### src/design/lta_pkg.sv
`default_nettype none

package lta_pkg;

  localparam int KeyW   = 64;
  localparam int TimeW  = 48;
  localparam int CountW = 5;
  localparam int OpW    = 3;
  localparam int StatW  = 2;
  localparam int CfgW   = 64;
  localparam int AddrW  = 3;

  localparam logic [OpW-1:0] OP_PUT            = 3'd0;
  localparam logic [OpW-1:0] OP_LOOKUP         = 3'd1;
  localparam logic [OpW-1:0] OP_REMOVE         = 3'd2;
  localparam logic [OpW-1:0] OP_EVICT_UNPROVEN = 3'd3;
  localparam logic [OpW-1:0] OP_EVICT_STALE    = 3'd4;

  localparam logic [StatW-1:0] STATUS_OK        = 2'd0;
  localparam logic [StatW-1:0] STATUS_NOT_FOUND = 2'd1;
  localparam logic [StatW-1:0] STATUS_FULL      = 2'd2;

  localparam logic [CountW-1:0] COUNT_MAX = 5'd31;

  localparam logic [AddrW-1:0] REG_STALE_ADDR = 3'd0;

  // The probe walks the row of cells and collects the outcome of one operation.
  typedef struct packed {
    logic              valid;
    logic [OpW-1:0]    op;
    logic [KeyW-1:0]   key_hi;
    logic [KeyW-1:0]   key_lo;
    logic [TimeW-1:0]  now_time;
    logic              stale_en;
    logic              hit;
    logic              free_found;
    logic              hit_validated;
    logic [TimeW-1:0]  hit_deadline;
    logic [TimeW-1:0]  hit_activity;
    logic [CountW-1:0] count;
  } lta_probe_t;

  typedef struct packed {
    logic             en;
    logic [KeyW-1:0]  key_hi;
    logic [KeyW-1:0]  key_lo;
    logic             validated;
    logic [TimeW-1:0] deadline;
    logic [TimeW-1:0] activity;
  } lta_wr_t;

endpackage

`default_nettype wire

### src/design/lta_cell.sv
`default_nettype none

module lta_cell import lta_pkg::*; #(
  parameter int IdxW    = 4,
  parameter int CellIdx = 0
) (
  input  wire logic            clk_i,
  input  wire logic            rst_ni,
  input  wire lta_probe_t      probe_i,
  input  wire logic [IdxW-1:0] hit_idx_i,
  input  wire logic [IdxW-1:0] free_idx_i,
  input  wire lta_wr_t         wr_i,
  input  wire logic [IdxW-1:0] wr_idx_i,
  output lta_probe_t           probe_o,
  output logic      [IdxW-1:0] hit_idx_o,
  output logic      [IdxW-1:0] free_idx_o
);

  localparam logic [IdxW-1:0] MyIdx = IdxW'(CellIdx);

  logic             used_q, used_d;
  logic [KeyW-1:0]  key_hi_q, key_lo_q;
  logic             val_q;
  logic [TimeW-1:0] dl_q, act_q;

  lta_probe_t      probe_q, probe_d;
  logic [IdxW-1:0] hit_idx_q, hit_idx_d;
  logic [IdxW-1:0] free_idx_q, free_idx_d;

  logic key_match;
  logic evict;
  logic wr_here;

  assign wr_here   = wr_i.en && (wr_idx_i == MyIdx);
  assign key_match = used_q && (key_hi_q == probe_i.key_hi) && (key_lo_q == probe_i.key_lo);

  always_comb begin
    probe_d    = probe_i;
    hit_idx_d  = hit_idx_i;
    free_idx_d = free_idx_i;
    used_d     = used_q;
    evict      = 1'b0;
    if (probe_i.valid) begin
      case (probe_i.op)
        OP_PUT, OP_LOOKUP, OP_REMOVE: begin
          if (key_match) begin
            probe_d.hit = 1'b1;
            hit_idx_d   = MyIdx;
            if (probe_i.op == OP_LOOKUP) begin
              probe_d.hit_validated = val_q;
              probe_d.hit_deadline  = dl_q;
              probe_d.hit_activity  = act_q;
            end
            if (probe_i.op == OP_REMOVE) begin
              used_d = 1'b0;
            end
          end
          if (!used_q && !probe_i.free_found) begin
            probe_d.free_found = 1'b1;
            free_idx_d         = MyIdx;
          end
        end
        OP_EVICT_UNPROVEN: begin
          evict = used_q && !val_q && (dl_q != '0) && (dl_q <= probe_i.now_time);
        end
        OP_EVICT_STALE: begin
          evict = probe_i.stale_en && used_q && val_q && (act_q <= probe_i.now_time);
        end
        default: begin
        end
      endcase
    end
    if (evict) begin
      used_d        = 1'b0;
      probe_d.count = (probe_i.count == COUNT_MAX) ? COUNT_MAX
                                                   : probe_i.count + CountW'(1);
    end
    if (wr_here) begin
      used_d = 1'b1;
    end
  end

  always_ff @(posedge clk_i or negedge rst_ni) begin
    if (!rst_ni) begin
      used_q  <= 1'b0;
      probe_q <= '0;
    end else begin
      used_q  <= used_d;
      probe_q <= probe_d;
    end
  end

  always_ff @(posedge clk_i) begin
    hit_idx_q  <= hit_idx_d;
    free_idx_q <= free_idx_d;
    if (wr_here) begin
      key_hi_q <= wr_i.key_hi;
      key_lo_q <= wr_i.key_lo;
      val_q    <= wr_i.validated;
      dl_q     <= wr_i.deadline;
      act_q    <= wr_i.activity;
    end
  end

  assign probe_o    = probe_q;
  assign hit_idx_o  = hit_idx_q;
  assign free_idx_o = free_idx_q;

endmodule

`default_nettype wire

### config.mk
export PLATFORM = sky130hd
export DESIGN_NAME = lta_cell
export DESIGN_NICKNAME = d
export VERILOG_FILES = /design/src/design/lta_pkg.sv /design/src/design/lta_cell.sv
export SDC_FILE = /design/constraint.sdc
export NUM_CORES = 1
export LEC_CHECK = 0
export BUFFER_PORTS_ARGS = -buffer_cell sky130_fd_sc_hd__buf_2
export CORE_AREA = 2 2 316 318
export DETAILED_ROUTE_END_ITERATION = 8
export DIE_AREA = 0 0 318 320
export PLACE_DENSITY_LB_ADDON = 0.2
export SYNTH_ARGS = -nofsm -noshare
export SYNTH_HDL_FRONTEND = slang
export SYNTH_SLANG_ARGS = --single-unit
export TNS_END_PERCENT = 30
### constraint.sdc
create_clock -name clk_i -period 4.77 [get_ports clk_i]
set_input_delay 0.477 -clock clk_i [delete_from_list [all_inputs] [get_ports clk_i]]
set_output_delay 0.477 -clock clk_i [all_outputs]
set_load 0.01 [all_outputs]
==> results.md, run 1 <==
Timing:
- The number of hold violations in the final report is 0.
- The worst clock skew on the final layout is 0.0200 ns.
- Summed over all failing endpoints, the final setup total negative slack is 0 ns.
- Setup repair after global routing left no endpoint under its margin.
- Headroom to the max-slew limit came out at 33.3%.
- Of the available clock period, the critical path in the final layout requires 83.5%.
- The number of max-slew violations in the final report is 0.
- Hold is met by 0.0624 ns.
- The minimum clock period after layout is 3.98 ns.
- The pin slew with the least headroom to its limit is 0.993 ns.
- Timing would allow up to 0.251 GHz.
- The number of failing setup endpoints in the final timing report is 0.

Power and ir drop:
- In this run, the combinational gates consume 10.6% of the power.
- For this design the static power due to leakage is 14.0 nW.
- Across the VDD grid, the largest voltage drop is 256 uV.
- The relative contribution of the clock network to total power is 43.9%.
- The internal power is 0.00825 W.
- Dividing total power by cell area gives a power density of 341 nW/um^2.
- In this run, flip-flops and latches consume 45.5% of the power.
- The switching part of the total is 23.6%.
- The switching power is 0.00255 W.
- The design draws 0.0108 W.

Run status:
- The run finished with clean final reports.

Yosys:
- The number of synthesized flops with an enable pin is 225.
- Sequential cells were found to cover 71.5% of the synthesized design area.
- The number of warnings printed during yosys synthesis is 0.
- The proportion of register bits with asynchronous set or reset after synthesis is 55.1%.
- The post-synthesis net count is 1854.
- In the synthesized netlist, the number of instances is 1232.
- In this run, distinct cell masters in the synthesized netlist total 53.
- The mean post-synth cell area is 16.0 um^2.
- The area of the mapped netlist is 19700 um^2.
- The commonest register cell after synthesis is sky130_fd_sc_hd__dfrtp_1.
- Synthesis inferred 519 register bits.

Floorplan:
- The floorplan step set the die width to 318 um.
- Row generation in the floorplan step produced 115 rows.
- The number of top-level pins is 818.
- The die area is 102000 um^2.
- The initial utilization of the core area, before any placement, comes to 20.1%.
- The core region area is 98000 um^2.
- The floorplan die height is 320 um.

Routing:
- The number of optimization iterations in the first detailed-route pass is 5.
- In the routed design, unresolved DRC markers number 0.
- The routed design has 81600 um of wire.
- The wire length per cell after detailed routing is 21.0 um.
- The residual antenna-violating net count after detailed routing is 0.
- The final route contains 15400 vias.
- After detailed routing, no signal wire sits above met5.
- Using the TritonRoute via totals, the vias-per-cell ratio works out to 3.96.
- The detailed router put a total of 31200 um of wire on met1.
- The detailed router's first-iteration violation count is 674.
- In the detailed route, the total length drawn on met3 is 4760 um.
- The routed design uses 43400 um of met2 wire.

Critical path:
- For this design, the slowest cell found on the critical path is sky130_fd_sc_hd__nor4_1.
- In this design, the stage delay of the slowest critical-path cell is 0.84 ns.
- The combined buffer and inverter count along the critical path is 3.
- The arrival time reported for the critical path endpoint is 4.50 ns.
- STA classifies the critical path endpoint as a flip-flop.
- The critical path in this run is classified as input pin to flip-flop.
- The maximum fanout along the worst path is 46.
- The worst setup path is launched from an input pin.
- Traced cell by cell, the critical path runs through dlygate4sd3_1, buf_2, xor2_1, nor4_1, nand4_1, nor4_2, and4_1, and4b_2, nand3b_4, buf_4, mux2_4.
- The endpoint required time on the critical path is 5.29 ns.
- On the critical path the largest part of the delay comes from simple AND/OR/NAND/NOR gates.

Cells and area:
- The post-route netlist has 40.4% of its cells at a drive strength greater than 1.
- The share of the core filled with cells is 32.4%.
- The signed area change from the synthesized netlist to the final layout is 61.1%.
- The number of fill cells in the layout is 9796.
- The final-stage net count is 3152.

Clock tree:
- After clock tree synthesis, the clock-pin slew on the worst setup and hold paths is 0.06 ns.
- In this run the clock root is driven by a sky130_fd_sc_hd__clkbuf_16.
- The number of buffers inserted during clock tree synthesis is 58.
- At the later pin of the worst-skew pair, clock insertion delay measures 0.64 ns.
- The number of gates resized after CTS was 0.
- TritonCTS built the clock tree.
- The maximum clock insertion buffer count is 3.
- The number of levels the H-tree was split into is 2.
- The number of sinks on the clock net is 519.

Place:
- During placement, the flow inserted port buffers numbering 817.
- The post-DP HPWL is 64900 um.
- The weighted congestion reported at the end of routability-driven placement is 0.830.

GRT:
- Global routing used 15.6% of the available tracks across all layers.
- Entering global routing, the biggest net connects 98 pins.
- The via count of the first global-routing pass is 17200.
- The number of antenna violations at the first check in global routing is 19.
- The total global routing overflow is 0.
- The global-route wire length before repair is 116000 um.

Worst hold path:
- In this run the worst hold path is classified as input pin to flip-flop.

Job:
- The tool flagged a number of max-cap violations equal to 0.
==> final timing paths <==
check                               from             to  slack [ns]  cells after the start
max                         probe_i[169]    probe_o[80]        0.79                     11
min                        free_idx_i[2]  free_idx_o[2]        0.06                      2
max reg2reg                 key_lo_q[16]    probe_o[80]        0.94                      9
min reg2reg                    act_q[17]    probe_o[22]        0.52                      1
max in group asynchronous         rst_ni   probe_o[181]        3.19                      3
min in group asynchronous         rst_ni   probe_o[229]        0.46                      2
==> logic make-up after synthesis <==
family / synth area share (%)
adder cells (fa/ha/maj): 6.17
AND/OR/NAND/NOR: 6.50
flip-flops: 71.5
multiplexers: 6.30
AO/OA/AOI/OAI: 4.19
buffers and inverters: 2.06
XOR/XNOR: 3.25
==> power groups by stage <==
stage | Sequential [W] | Clock (W) | Combinational [W]
finish | 0.00491 | 0.00474 | 0.00115
global route | 0.00493 | 0.00508 | 0.00125
CTS | 0.00491 | 0.00490 | 0.00117
detailed placement | 0.00500 | 0 | 0.000883
global placement | 0.00500 | 0 | 0.000872
floorplan | 0.00505 | 0 | 0.000223
==> worst reg2reg max path, cell delays in order (launching register included) <==
cell and delay [ns]:
sky130_fd_sc_hd__edfxtp_1 0.38, sky130_fd_sc_hd__xor2_1 0.15, sky130_fd_sc_hd__nor4_1 0.84, sky130_fd_sc_hd__nand4_1 0.29, sky130_fd_sc_hd__nor4_2 0.36, sky130_fd_sc_hd__and4_1 0.23
sky130_fd_sc_hd__and4b_2 0.43, sky130_fd_sc_hd__nand3b_4 0.11, sky130_fd_sc_hd__buf_4 0.30, sky130_fd_sc_hd__mux2_4 0.61
==> area by class of cell <==
cell class	instances	area (um^2)	area share (%)
Antenna cell	10	25.0	0.0789
Timing Repair Buffer	1248	8410	26.5
Clock buffer	88	1770	5.59
Sequential cell	519	14100	44.4
Clock inverter	22	274	0.864
Tap cell	1287	1610	5.08
Inverter	88	330	1.04
Multi-Input combinational cell	615	5210	16.4
==> sequential cells by signal, summed over array words and instances, names as in the netlist <==
| name | count |
|---|---|
| hit_idx_o | 4 |
| used_q | 1 |
| probe_o | 285 |
| key_lo_q | 64 |
| key_hi_q | 64 |
| val_q | 1 |
| act_q | 48 |
| free_idx_o | 4 |
| dl_q | 48 |
==> per-layer routing <==
| metal | vias up | global-route usage [%] |
|---|---|---|
| met2 | 609 | 29.1 |
| met3 | 108 | 3.76 |
| li1 | 7130 | - |
| met5 | - | 0 |
| met1 | 7494 | 17.4 |
| met4 | 10 | 4.90 |
==> what timing repair did <==
item | CTS | global route
hold buffers | 408 | 0
hold endpoints to repair | 487 | 0
setup buffers | 0 | 0
setup endpoints to repair | 0 | 0
==> Yosys cell counts, types with 3 or more instances <==
library cell | count | area share [%]
sky130_fd_sc_hd__buf_2 | 6 | 0.15
sky130_fd_sc_hd__nor4_1 | 27 | 0.86
sky130_fd_sc_hd__o211ai_1 | 4 | 0.15
sky130_fd_sc_hd__nand4_1 | 43 | 1.4
sky130_fd_sc_hd__nand2_1 | 36 | 0.69
sky130_fd_sc_hd__mux2_2 | 70 | 4.0
sky130_fd_sc_hd__dfrtp_1 | 286 | 36
sky130_fd_sc_hd__a211oi_1 | 4 | 0.15
sky130_fd_sc_hd__a221oi_1 | 4 | 0.18
sky130_fd_sc_hd__xnor2_1 | 40 | 1.8
sky130_fd_sc_hd__a2111oi_0 | 16 | 0.71
sky130_fd_sc_hd__dfxtp_1 | 8 | 0.81
sky130_fd_sc_hd__nand2b_1 | 7 | 0.22
sky130_fd_sc_hd__nor2b_1 | 60 | 1.9
sky130_fd_sc_hd__a21o_1 | 3 | 0.11
sky130_fd_sc_hd__o21bai_1 | 3 | 0.11
sky130_fd_sc_hd__or4_1 | 7 | 0.27
sky130_fd_sc_hd__nor3_1 | 8 | 0.20
sky130_fd_sc_hd__nor2_1 | 8 | 0.15
sky130_fd_sc_hd__o22ai_1 | 12 | 0.38
sky130_fd_sc_hd__buf_6 | 4 | 0.23
sky130_fd_sc_hd__ha_1 | 97 | 6.2
sky130_fd_sc_hd__mux2_4 | 30 | 2.3
sky130_fd_sc_hd__a21oi_1 | 47 | 1.2
sky130_fd_sc_hd__o21ai_0 | 20 | 0.51
sky130_fd_sc_hd__nand3_1 | 8 | 0.20
sky130_fd_sc_hd__xor2_1 | 33 | 1.5
sky130_fd_sc_hd__inv_1 | 88 | 1.7
sky130_fd_sc_hd__edfxtp_1 | 225 | 34
==> stage by stage <==
step | std cells | setup WS (ns) | cell area [um^2]
after floorplan | 1232 | 0.804 | 19700
after global placement | 3349 | 0.607 | 25500
after detailed placement | 3349 | 0.580 | 25500
after CTS | 3867 | 0.741 | 31700
after global routing | 3876 | 0.628 | 31700
final | 3877 | 0.787 | 31700
==> cell usage in the layout (no fill, tap or decap), types with 10 or more instances in the layout <==
| master | instances |
|---|---|
| sky130_fd_sc_hd__dlygate4sd3_1 | 408 |
| sky130_fd_sc_hd__clkbuf_1 | 16 |
| sky130_fd_sc_hd__nand4_1 | 43 |
| sky130_fd_sc_hd__ha_1 | 97 |
| sky130_fd_sc_hd__buf_4 | 19 |
| sky130_fd_sc_hd__nand2_1 | 36 |
| sky130_fd_sc_hd__diode_2 | 10 |
| sky130_fd_sc_hd__clkbuf_16 | 64 |
| sky130_fd_sc_hd__a2111oi_0 | 16 |
| sky130_fd_sc_hd__nor2b_1 | 60 |
| sky130_fd_sc_hd__xor2_1 | 33 |
| sky130_fd_sc_hd__o22ai_1 | 12 |
| sky130_fd_sc_hd__buf_2 | 816 |
| sky130_fd_sc_hd__mux2_4 | 30 |
| sky130_fd_sc_hd__nor4_1 | 26 |
| sky130_fd_sc_hd__inv_1 | 88 |
| sky130_fd_sc_hd__mux2_2 | 70 |
| sky130_fd_sc_hd__o21ai_0 | 20 |
| sky130_fd_sc_hd__a21oi_1 | 47 |
| sky130_fd_sc_hd__dfrtp_1 | 286 |
| sky130_fd_sc_hd__xnor2_1 | 40 |
| sky130_fd_sc_hd__edfxtp_1 | 225 |
No activity file was read; power rests on OpenSTA's default activity.
==> inputs of run 2 (changes only) <==
Settings changed: CORE_AREA 2 2 316 318 to 2 2 318 320, DIE_AREA 0 0 318 320 to 0 0 320 322.
Clock period 4.77 ns to 3.55 ns, I/O delays scaled along.
==> results.md, run 2 (synthesized netlist as in run 1, its figures left out) <==
Run status:
- Outcome: completed (unchanged).

Routing:
- The total vias in the final route was 15800 (was 15400).
- The detailed router's first-iteration violation count is 624 (was 674).
- The total wire length is 83000 um (was 81600 um).
- The number of vias per cell after detailed routing is 3.91 (was 3.96).
- The number of DRC violations after detailed routing is 0 (unchanged).
- The residual antenna-violating net count after detailed routing is 0 (unchanged).
- The number of optimization iterations in the first detailed-route pass is 6 (was 5).
- The wire length per cell after detailed routing is 20.5 um (was 21.0 um).

Clock tree:
- The worst-skew pair later-pin latency is 0.65 ns (was 0.64 ns).
- The number of levels the H-tree was split into came to 2 (unchanged).
- The number of sinks on the clock net came to 519 (unchanged).
- The register clock-pin slew on the reported worst setup and hold paths is 0.06 ns (about the same).
- The clock tree root driver cell is sky130_fd_sc_hd__clkbuf_16 (unchanged).
- The TritonCTS clock tree is done (unchanged).
- The number of buffers inserted during clock tree synthesis is 59 (was 58).
- The maximum clock insertion buffer count came to 3 (unchanged).

Critical path:
- The endpoint required time on the critical path is 4.08 ns (was 5.29 ns).
- The category of the worst setup path launch point is a flip-flop (was input pin).
- The arrival time reported for the critical path endpoint is 3.88 ns (was 4.50 ns).
- The class of the most critical setup path is flip-flop to flip-flop (was input pin to flip-flop).
- The type of destination of the critical path is a flip-flop (unchanged).
- The maximum fanout along the worst path was 2 (was 46).

Timing:
- The minimum clock period after layout is 3.35 ns.
- The worst clock skew on the final layout is 0.0309 ns (was 0.0200 ns).
- The part of the cycle the worst path needs is 94.3%.
- RSZ-0062 raised after global routing: false (unchanged).
- The upper clock frequency limit is 0.299 GHz.
- The number of failing setup endpoints in the final timing report is 0 (unchanged).
- The number of hold violations in the final report is 0 (unchanged).
- The sum of negative setup slack is 0 ns (unchanged).
- The number of max-slew violations in the final report was 0 (unchanged).
- The relative slew slack came to 40.1% (was 33.3%).
- The pin slew with the least headroom to its limit is 0.899 ns (was 0.993 ns).

Place:
- The post-DP HPWL came to 65500 um (was 64900 um).
- The weighted congestion reported at the end of routability-driven placement came to 0.809 (was 0.830).
- The cell count after placement is 3403 (was 3349).
- The count of port buffers added during placement was 817 (unchanged).

Power and ir drop:
- The switching part of the total came to 23.6% (about the same).
- The sequential cell fraction of total power came to 44.3% (was 45.5%).
- The static leakage is 14.8 nW (was 14.0 nW).
- The switching power is 0.00352 W (was 0.00255 W).
- The maximum VDD drop was 358 uV (was 256 uV).
- The relative contribution of the clock network to total power was 44.5% (was 43.9%).
- The part of the total power dissipated in combinational logic is 11.2% (was 10.6%).
- The power per cell area is 448 nW/um^2 (was 341 nW/um^2).
- The internal power was 0.0114 W (was 0.00825 W).

Floorplan:
- The initial cell density of the core came to 19.8% (was 20.1%).
- The die width is 320 um (was 318 um).
- The number of top-level pins is 818 (unchanged).
- The number of standard-cell rows in the floorplan is 116 (was 115).
- The floorplan die height is 322 um (was 320 um).
- The core region area is 99600 um^2 (was 98000 um^2).
- The die area is 103000 um^2 (was 102000 um^2).

Cells and area:
- Commonest cells after routing, fill and taps aside: sky130_fd_sc_hd__buf_2 (816), sky130_fd_sc_hd__dlygate4sd3_1 (522), sky130_fd_sc_hd__dfrtp_1 (286) (was sky130_fd_sc_hd__buf_2 (816), sky130_fd_sc_hd__dlygate4sd3_1 (408), sky130_fd_sc_hd__dfrtp_1 (286)).
- The count of non-filler cells in the finished layout is 4044 (was 3877).
- The most common library cell in the layout ignoring fill and taps is sky130_fd_sc_hd__buf_2 (unchanged).
- The signed area change from the synthesized netlist to the final layout is 69.1% (was 61.1%).
- The proportion of layout cells with a drive suffix above 1 is 40.0% (was 40.4%).
- The final-stage net count came to 3310 (was 3152).
- The number of flip-flops in the largest register is 285 (unchanged).

GRT:
- The total global routing overflow is 0 (unchanged).
- The global-route wire length before repair is 117000 um (was 116000 um).
- The number of antenna violations at the first check in global routing is 12 (was 19).
- The total routing resource utilization after global routing is 15.7% (was 15.6%).
- The maximum number of pins on one net before global-route repair is 92 (was 98).
- The via count of the first global-routing pass is 17800 (was 17200).

Worst hold path:
- The worst min-delay path category is input pin to async pin (was input pin to flip-flop).

Job:
- The count of max-cap constraint violations came to 0 (unchanged).
-- run 2: stage by stage --
stage	setup WS [ns]	instance area, um^2	total power (W)	utilization (%)	hold slack (ns)
finish	0.204	33300	0.0149	33.4	0.379
global route	0.0281	33300	0.0155	33.4	0.323
CTS	0.0644	33200	0.0151	33.4	0.307
detailed placement	0.0617	25900	0.00794	26.0	0.483
global placement	0.0949	25900	0.00793	26.0	0.478
floorplan	0.814	19700	0.00709	-	0.0594
-- run 2: power by group through the flow --
stage	logic [W]	clock network [W]	registers, W
3_3_place_gp	0.00121	0	0.00672
5_1_grt	0.00183	0.00707	0.00662
2_1_floorplan	0.000300	0	0.00679
6_report	0.00168	0.00663	0.00660
4_1_cts	0.00171	0.00683	0.00660
3_5_place_dp	0.00123	0	0.00672
-- run 2: critical path, cell delays in order, from the launching register on --
cell and delay (ns):
sky130_fd_sc_hd__edfxtp_1 0.39, sky130_fd_sc_hd__nor2b_1 0.15, sky130_fd_sc_hd__a2111o_1 0.38, sky130_fd_sc_hd__or4_1 0.64
sky130_fd_sc_hd__nand4b_1 0.34, sky130_fd_sc_hd__nor3_1 0.29, sky130_fd_sc_hd__buf_4 0.14, sky130_fd_sc_hd__nand3_1 0.09
sky130_fd_sc_hd__or4_1 0.53, sky130_fd_sc_hd__a31o_2 0.27
-- run 2: cell type report --
| class | count | area, um^2 |
|---|---|---|
| Multi-Input combinational cell | 615 | 5220 |
| Tap cell | 1298 | 1620 |
| Timing Repair Buffer | 1405 | 9890 |
| Sequential cell | 519 | 14100 |
| Clock buffer | 76 | 1690 |
| Fill cell | 9904 | 66300 |
| Antenna cell | 7 | 17.5 |
| Inverter | 88 | 330 |
| Clock inverter | 36 | 423 |
-- run 2: per-layer routing --
metal / vias up / track usage, % / share of wire, %
met5: - / 0 / 0.072
met4: 8 / 5.24 / 3.1
met3: 123 / 3.76 / 6.2
met2: 614 / 29.4 / 53
met1: 7637 / 17.2 / 38
li1: 7449 / - / -
-- run 2: timing repair --
| item | 4_1_cts | 5_1_grt |
|---|---|---|
| endpoints found under the setup margin | 0 | 50 |
| gates resized for setup | 0 | 2 |
| hold buffers | 522 | 0 |
| setup buffers | 0 | 0 |
| endpoints found under the hold margin | 595 | 0 |
-- run 2: path summary, 6_finish.rpt --
kind / startpoint / endpoint / slack, ns / cells after the start
worst max-delay path: key_lo_q[15] / used_q / 0.20 / 9
worst min-delay path: rst_ni / probe_o[137] / 0.38 / 2
worst max register to register: key_lo_q[15] / used_q / 0.20 / 9
worst min register to register: act_q[17] / probe_o[22] / 0.52 / 1
max in group asynchronous: rst_ni / probe_o[97] / 2.29 / 3
min in group clk_i: probe_i[226] / probe_o[226] / 0.38 / 2
